### src/rtl/core/ecpq_pkg.sv
package ecpq_pkg;

	// Queue depth and count width
	localparam int CAPACITY = 64;
	localparam int CNT_W    = $clog2(CAPACITY + 1);
	localparam int OCC_W    = 7;

	typedef enum logic {
		OP_INSERT = 1'b0,
		OP_POP    = 1'b1
	} op_t;

	typedef enum logic [1:0] {
		ST_OK    = 2'd0,
		ST_EMPTY = 2'd1,
		ST_FULL  = 2'd2
	} status_t;

	// One stored calendar entry
	typedef struct packed {
		logic [31:0] event_time;
		logic [2:0]  event_kind;
		logic [1:0]  entity_kind;
		logic [9:0]  entity_number;
	} entry_t;

	typedef struct packed {
		op_t         op;
		logic [31:0] event_time;
		logic [2:0]  event_kind;
		logic [1:0]  entity_kind;
		logic [9:0]  entity_number;
	} item_t;

	typedef struct packed {
		logic             pop_valid;
		logic [31:0]      out_time;
		logic [2:0]       out_event_kind;
		logic [1:0]       out_entity_kind;
		logic [9:0]       out_entity_number;
		status_t          status;
		logic [OCC_W-1:0] occupancy;
	} result_t;

	// Per-cycle command broadcast to every cell
	typedef struct packed {
		logic ins;
		logic pop;
	} cell_ctrl_t;

endpackage

### src/rtl/core/ecpq_cell.sv
module ecpq_cell (
	input  logic                clk,
	input  ecpq_pkg::cell_ctrl_t ctrl,
	input  ecpq_pkg::entry_t    new_entry,
	input  ecpq_pkg::entry_t    left_entry,
	input  logic                left_ge,
	input  ecpq_pkg::entry_t    right_entry,
	input  logic                occupied,
	output ecpq_pkg::entry_t    entry,
	output logic                ge
);

	ecpq_pkg::entry_t entry_q;

	// Flag cells that must make room for the new key (empty cells too)
	assign ge    = !occupied || (entry_q.event_time >= new_entry.event_time);
	assign entry = entry_q;

	// Insert: shift right past the insertion point, load new entry there.
	// Pop: shift everything one place toward the head.
	always_ff @(posedge clk) begin
		if (ctrl.ins) begin
			if (left_ge) begin
				entry_q <= left_entry;
			end else if (ge) begin
				entry_q <= new_entry;
			end
		end else if (ctrl.pop) begin
			entry_q <= right_entry;
		end
	end

endmodule

### config.mk
export PLATFORM = sky130hd
export DESIGN_NAME = ecpq_cell
export DESIGN_NICKNAME = d
export VERILOG_FILES = /design/src/rtl/core/ecpq_pkg.sv /design/src/rtl/core/ecpq_cell.sv
export SDC_FILE = /design/constraint.sdc
export NUM_CORES = 1
export LEC_CHECK = 0
export BUFFER_PORTS_ARGS = -buffer_cell sky130_fd_sc_hd__clkbuf_2
export CORE_AREA = 5 5 110 112
export DETAILED_ROUTE_END_ITERATION = 6
export DIE_AREA = 0 0 115 117
export GPL_ROUTABILITY_DRIVEN = 0
export HOLD_SLACK_MARGIN = 0.12
export SLEW_MARGIN = 20
export SYNTH_ARGS = -nofsm -noshare
export SYNTH_HDL_FRONTEND = slang
export SYNTH_SLANG_ARGS = --single-unit
### constraint.sdc
create_clock -name clk -period 4.5 [get_ports clk]
set_input_delay 0.225 -clock clk [delete_from_list [all_inputs] [get_ports clk]]
set_output_delay 0.225 -clock clk [all_outputs]
set_load 0.05 [all_outputs]
# Yosys cells after proc, flatten, opt, wreduce, memory -nomap -nowiden
# Cells that the tools add are included.
dict set report totals {
  output_inout_bits 48
  wordCells 14
  inputBits 146
  register_bits 47
}
dict set report op_classes {
  order_cmp 1
  mux 4
  reduce_logical 4
  eq_ne 1
}
# operator n
set op_table {}
lappend op_table {{$mux W47} 4}
lappend op_table {{$ge A32 B32 Y1} 1}
lappend op_table {{$ne A3 B1 Y1 const B} 1}
lappend op_table {{$reduce_and A2 Y1} 1}
lappend op_table {{$reduce_bool A2 Y1} 1}
lappend op_table {{$logic_not A1 Y1} 1}
lappend op_table {{$logic_or A1 B1 Y1} 1}

# Logic depth before layout (Yosys ltp)
# Gate-level depths: netlist of the first run.
dict set report depth {
  word_depth 5
  depth_mapped 7
  mapped_depth_nobuf 7
}

# Worst setup path before layout of the first run
# OpenSTA, ideal clock, no wires.
dict set report synth_path {
  path_kind {register to register}
  start {register entry_q, in the netlist entry[44]}
  end {register entry_q, in the netlist entry[0], enable pin}
  n_path_buf 0
  synth_period_minus_slack_ps 3812
  t_required_ps 4078
  path_slack_ps 688
  path_stages_with_launch 6
  setup_ps 422
  arrival_ps 3389
  path_cell_list {edfxtp_1 -> ha_1 -> nand4_2 -> or4_4 -> a311o_1 -> a41oi_2}
}
dict set report synth_between {
  elab_chain_cells 4
}
# item line_no
set synth_lines {}
lappend synth_lines {{start, declared} ecpq_cell.sv:13} ;# ecpq_pkg::entry_t entry_q;
lappend synth_lines {{start signal, assigned} ecpq_cell.sv:24} ;# entry_q <= left_entry;
lappend synth_lines {{start signal, assigned} ecpq_cell.sv:26} ;# entry_q <= new_entry;
lappend synth_lines {{start signal, assigned} ecpq_cell.sv:29} ;# entry_q <= right_entry;
lappend synth_lines {{$ge A32 B32 Y1} ecpq_cell.sv:16} ;# assign ge = !occupied || (entry_q.event_time >= new_entry.event_time);
lappend synth_lines {{$logic_or A1 B1 Y1} ecpq_cell.sv:16}
lappend synth_lines {{$ne A3 B1 Y1 (no line)} n/a}
lappend synth_lines {{$reduce_and A2 Y1 (no line)} n/a}
# No other way between the ends.
# A chain may end at the register's enable or synchronous reset.

# Worst setup path after layout of the first run
dict set report layout_path {
  start {register entry_q, in the netlist entry[29]}
  end {register entry_q, in the netlist entry[27], enable pin}
}
# Same word-level chain as after synthesis.

==> metrics, run 1 <==
setup_tns=0 ns; Async SR Flop Fraction=0%; I/O pins=194; Starting DRT DRC Count=66; Max-Cap Viols=0; Final ANT Viol Nets=0; Max IR drop VDD=0.194 mV; power share of the combinational group=31.8%; Cells after Synth=321; status=finished, final reports clean; crit path launch type=flip-flop; count of final hold-check violations=0; nets=685; fin crit period=2.99 ns; root buffer cell=clkbuf_16; clk buf depth=2; die width=115 µm; Syn Nets=499; # port buffers=193; register area share after synthesis=44.3%; top post-synthesis cells by area=edfxtp_1 44%, mux2i_1 15%, ha_1 13%; Worst Setup Path Type=reg -> reg; largest net degree at the start of global routing=53; Die H=117 µm; worst-skew pair later-pin latency=0.28 ns; final WL=8.90 mm; WL per Instance=13.7 µm; Core ar.=11100 µm²; initial antenna violation count=0; P&R area growth vs syn=39.8%; Final Max Tran Viols=0; grt ovf=0; cell leakage power=0.00231 µW; Avg Cell Area, Syn=9.93 µm²; clock network power share=28.7%; Starting Density=28.7%; top cell type's share of synthesized area=44.3%; Setup Skew=0.00988 ns; Crit. End Element=flip-flop; Worst EP arrival=2.90 ns; H-tree lvl count=2; share of cells above drive strength 1=40.4%; n_diodes=0; WP data required=4.41 ns; CTS resizes=0; CTS tree=done; number of global-route vias before repair=3036; gr usage total=12.9%; internal reg-to-reg setup slack=1.51 ns; Synth area leader=edfxtp_1; Switch Pwr=470 µW; CTS Buf Count=5; worst slew pin tran=0.803 ns; hold buffer count at CTS=0; # rows=39; Setup WS pre-CTS=1.47 ns; crit-path max FO=47; # Post-CTS Setup Buffers=0; RSZ-0062 raised after global routing=no; Sink Count=47; die area=13500 µm²; HP Class=in -> reg; drt pass-1 iters=4; HPWL after DPL=7.42 mm; fin worst setup slack=1.51 ns; Synth Warn #=0; power per cell area=318 nW/µm²; Worst-path clk slew=0.06 ns; Final Power=1420 µW; drt via density=4.53; Cell variety after synth=23; sw frac=33.1%; Final Util=40.1%; max reg flops=47; Post-synth top cells=61 x a21oi_1, 50 x nor2_1, 47 x edfxtp_1, 47 x mux2i_1, 33 x inv_1; sequential share of power=39.5%; number of synthesized flops with an enable pin=47; synthesis-stage register bit count=47; Max-slew headroom=46.5%; Synth Cell Area=3190 µm²; ys flop type=edfxtp_1; Int Pwr=947 µW; count leader, synth=a21oi_1; Setup-failing EPs final=0; Fmax achieved=334 MHz; DRC errors left=0; Via Count=2947; first-pass GRT wire length=14.0 mm; Tcrit/Tclk final=66.4%
-- critical path, stage by stage (launching register included) --
cell and delay [ns]:
edfxtp_1 0.41, ha_1 0.31, nand4_1 0.12, nor3_1 0.31
o2111ai_1 0.24, a311o_1 0.45, a41oi_4 0.20, buf_4 0.52
-- area by class of cell --
| class | instances | area (µm²) |
|---|---|---|
| Clock inverter | 1 | 30.0 |
| Multi-Input combinational cell | 224 | 1590 |
| Fill cell | 1131 | 6670 |
| Timing Repair Buffer | 196 | 991 |
| Inverter | 33 | 124 |
| Clock buffer | 6 | 129 |
| Tap cell | 143 | 179 |
| Sequential cell | 47 | 1410 |
-- per-layer routing --
metal  GRT usage (%)  routed length (µm)
met2            24.3                4570
met5               0                   0
met1            14.8                3510
met3            3.70                 784
met4            2.11                  31
-- layout by cell type (no fill, tap or decap), drive strengths merged --
master and n:
a2111o 1, a21o 2, a21oi 61, a221o 1
a311o 1, a41oi 1, buf 5, bufinv 1
clkbuf 197, edfxtp 47, ha 32, inv 33
mux2i 47, nand2 9, nand2b 3, nand3 3
nand4 4, nor2 50, nor3 2, o2111ai 1
o21a 1, o21ai 4, or4 1
-- power groups by stage --
stage | clock network (µW) | registers (µW) | logic (µW)
6_report | 407 | 560 | 450
5_1_grt | 442 | 565 | 495
4_1_cts | 423 | 561 | 460
3_5_place_dp | 0 | 570 | 459
3_3_place_gp | 0 | 567 | 453
2_1_floorplan | 0 | 720 | 154
-- through the flow --
stage	std cells	cell area, µm²	hold WS [ns]
detailed placement	643	4300	0.546
global placement	643	4300	0.553
floorplan	321	3190	0.451
finish	650	4460	0.262
CTS	650	4460	0.252
global route	650	4460	0.262
-- cell families after synthesis --
family | synth area share (%)
AO/OA/AOI/OAI | 12.7
adder cells (fa/ha/maj) | 12.6
buffers and inverters | 6.08
flip-flops | 44.3
multiplexers | 14.8
AND/OR/NAND/NOR | 9.65
-- path summary, 6_finish.rpt --
path                             endpoint  cells past startpoint      startpoint
worst max-delay path            entry[27]                      7       entry[29]
worst min-delay path             entry[3]                      3  right_entry[3]
worst max register to register  entry[27]                      7       entry[29]
worst min register to register  entry[34]                      5       entry[31]
(Power assumes the default switching activity.)
==> run 2: changes to the inputs <==
--- a/config.mk
+++ b/config.mk
@@ -5,10 +5,11 @@
 export SDC_FILE = /design/constraint.sdc
 export NUM_CORES = 1
 export LEC_CHECK = 0
+export ABC_AREA = 1
 export BUFFER_PORTS_ARGS = -buffer_cell sky130_fd_sc_hd__clkbuf_2
-export CORE_AREA = 5 5 110 112
+export CORE_AREA = 5 5 111 113
 export DETAILED_ROUTE_END_ITERATION = 6
-export DIE_AREA = 0 0 115 117
+export DIE_AREA = 0 0 116 118
 export GPL_ROUTABILITY_DRIVEN = 0
 export HOLD_SLACK_MARGIN = 0.12
 export SLEW_MARGIN = 20
==> constraint.sdc (replaced) <==
create_clock -name clk -period 2.6 [get_ports clk]
set_input_delay 0.13 -clock clk [delete_from_list [all_inputs] [get_ports clk]]
set_output_delay 0.13 -clock clk [all_outputs]
set_load 0.05 [all_outputs]
==> run 2 against run 1 <==
  * Maximum frequency is 38% higher
  * Sequential power is 74% higher
  * Highest routed layer unchanged
  * Synthesized cell count is 26% higher
  * Cell count is 13% higher
  * Critical path type unchanged
  * Routed wire length is 14% higher
  * First-iteration DRC count is 36% higher
  * Via count is 13% higher
  * Design area is 0.56% higher
  * Total power is 71% higher
  * Sequential cell count stayed put
  * Die area is 1.7% higher
  * Critical endpoint is now entry[10]
  * Combinational power is 84% higher
==> metrics, run 2 <==
fill cell count=1171; Via Count=3344; Cells after Synth=404; Max-slew headroom=61.2%; Synth Cell Area=3270 µm²; Synth area leader=edfxtp_1; Syn Nets=582; worst r2r path cells=10; worst path cell trace=ha_1, nand2_1, nor2_2, nand4_1, a21oi_1, nor2_1, nand3_1, nand2_1, clkinvlp_4, buf_4; gr usage total=14.9%; top post-synthesis cells by area=edfxtp_1 43%, ha_1 12%, o21ai_0 9.8%; Setup Skew=0.00826 ns; Top delay family on crit path=simple AND/OR/NAND/NOR gates; # Post-CTS Setup Buffers=0; ys flop type=edfxtp_1; CTS tree=done; most crowded layer after global routing=met2; die width=116 µm; most frequent cells in the layout=193 x clkbuf_2, 82 x nand2_1, 64 x o21ai_0; Setup WS pre-CTS=0.378 ns; HPWL after DPL=8.33 mm; WP data required=2.55 ns; fin worst setup slack=0.436 ns; max incr delay on CP=0.41 ns; reg2reg start=entry[46]; WP depth=10; cell leakage power=0.00231 µW; drt pass-1 iters=4; DRC errors left=0; max reg flops=47; Final ANT Viol Nets=0; fin crit period=2.16 ns; Crit. End Element=flip-flop; hold buffer count at CTS=0; Worst-path clk slew=0.06 ns; root buffer cell=clkbuf_16; I/O pins=194; final WL=10.2 mm; grt ovf=0; GR Util met2=27.0%; Fmax achieved=462 MHz; top cell type's share of synthesized area=43.1%; RR Endpoint=entry[10]; WL per Instance=13.8 µm; placed insts=726; CTS Buf Count=5; Die H=118 µm; Max-Cap Viols=0; Synth Warn #=0; count leader, synth=nand2_1; register area=1410 µm²; Final Max Tran Viols=0; crit path launch type=flip-flop; register area share after synthesis=43.1%; Starting DRT DRC Count=90; Post-synth top cells=82 x nand2_1, 64 x o21ai_0, 47 x edfxtp_1; Async SR Flop Fraction=0%; synthesis-stage register bit count=47; # port buffers=193; Sink Count=47; Worst Setup SP=entry[46]; Core ar.=11200 µm²; met1 GRT Util=17.6%; # rows=39; CP most frequent cell=nand2_1; HP Class=in -> reg; CP endpoint=entry[10]; number of global-route vias before repair=3410; CP bufs+invs=2; CTS resizes=0; nets=768; Final Non-Filler Cells=734; clk buf depth=2; worst-skew pair later-pin latency=0.28 ns; first-pass GRT wire length=16.4 mm; M3 GR Usage=3.75%; Multi-input gate area=1570 µm²; count of final hold-check violations=0; drt via density=4.56; Starting Density=29.2%; Tcrit/Tclk final=83.2%; Worst Setup Path Type=reg -> reg; status=finished, final reports clean; power per cell area=541 nW/µm²; Crit-path slowest cell=edfxtp_1; Avg Cell Area, Syn=8.10 µm²; Cell variety after synth=21; P&R area growth vs syn=36.9%; worst slew pin tran=0.581 ns; initial antenna violation count=0; Max IR drop VDD=0.241 mV; largest net degree at the start of global routing=48; number of synthesized flops with an enable pin=47; share of cells above drive strength 1=37.6%; Setup-failing EPs final=0; Worst EP arrival=2.12 ns; crit-path max FO=26; H-tree lvl count=2; RSZ-0062 raised after global routing=no; internal reg-to-reg setup slack=0.44 ns; commonest non-fill, non-tap cell in the layout=clkbuf_2; n_diodes=0; die area=13700 µm²
[run 2: worst min-delay path by stage]
stage | end | slack [ns] | cells past startpoint | startpoint
floorplan | entry[0] | 0.32 | 2 | right_entry[0]
global placement | entry[9] | 0.42 | 3 | right_entry[9]
detailed placement | entry[9] | 0.42 | 3 | right_entry[9]
CTS | entry[17] | 0.12 | 3 | right_entry[17]
global route | entry[2] | 0.13 | 3 | right_entry[2]
finish | entry[9] | 0.13 | 3 | right_entry[9]
[run 2: logic make-up (layout without fill, tap and decap cells)]
logic type	after synthesis	count (layout)	share of synthesized area, %
buf+inv	65	252	9.02
compound gates	112	112	17.2
simple gates	148	148	18.5
fa+ha+maj	32	32	12.2
flops	47	47	43.1
[run 2: final cells by class]
class | instances | area share (%)
multi-input cells | 292 | 35.0
repair buffers | 199 | 22.6
clock buffers | 6 | 2.87
flip-flops and latches | 47 | 31.5
well taps | 143 | 3.99
clock inverters | 2 | 0.279
inverters | 45 | 3.85
[run 2: worst reg2reg max path, stage by stage, from the launching register on]
cell,delay (ns)
edfxtp_1,0.41
ha_1,0.31
nand2_1,0.08
nor2_2,0.12
nand4_1,0.14
a21oi_1,0.15
nor2_1,0.07
nand3_1,0.08
nand2_1,0.08
clkinvlp_4,0.07
buf_4,0.31
[run 2: report_power, final]
group / switching, µW / total (µW) / internal [µW]
Clock: 269 / 624 / 355
Sequential: 37.2 / 975 / 938
Combinational: 575 / 826 / 250
Total: 881 / 2420 / 1540
[run 2: per-layer routing]
| metal | vias to the layer above | routed length [µm] | share of wire (%) |
|---|---|---|---|
| li1 | 1726 | - | - |
| met1 | 1498 | 4120 | 41 |
| met2 | 114 | 5170 | 51 |
| met3 | 6 | 785 | 7.7 |
| met4 | 0 | 85 | 0.84 |
| met5 | - | 0 | 0 |
[run 2: stage by stage]
stage	hold slack [ns]	TNS [ns]	area, µm²	utilization (%)	total power, µW
2_1_floorplan	0.321	-2.82	3280	-	1550
5_1_grt	0.135	0	4480	39.9	2580
6_report	0.128	0	4480	39.9	2420
4_1_cts	0.124	0	4480	39.9	2460
3_5_place_dp	0.423	0	4340	38.7	1830
3_3_place_gp	0.420	0	4340	38.7	1810
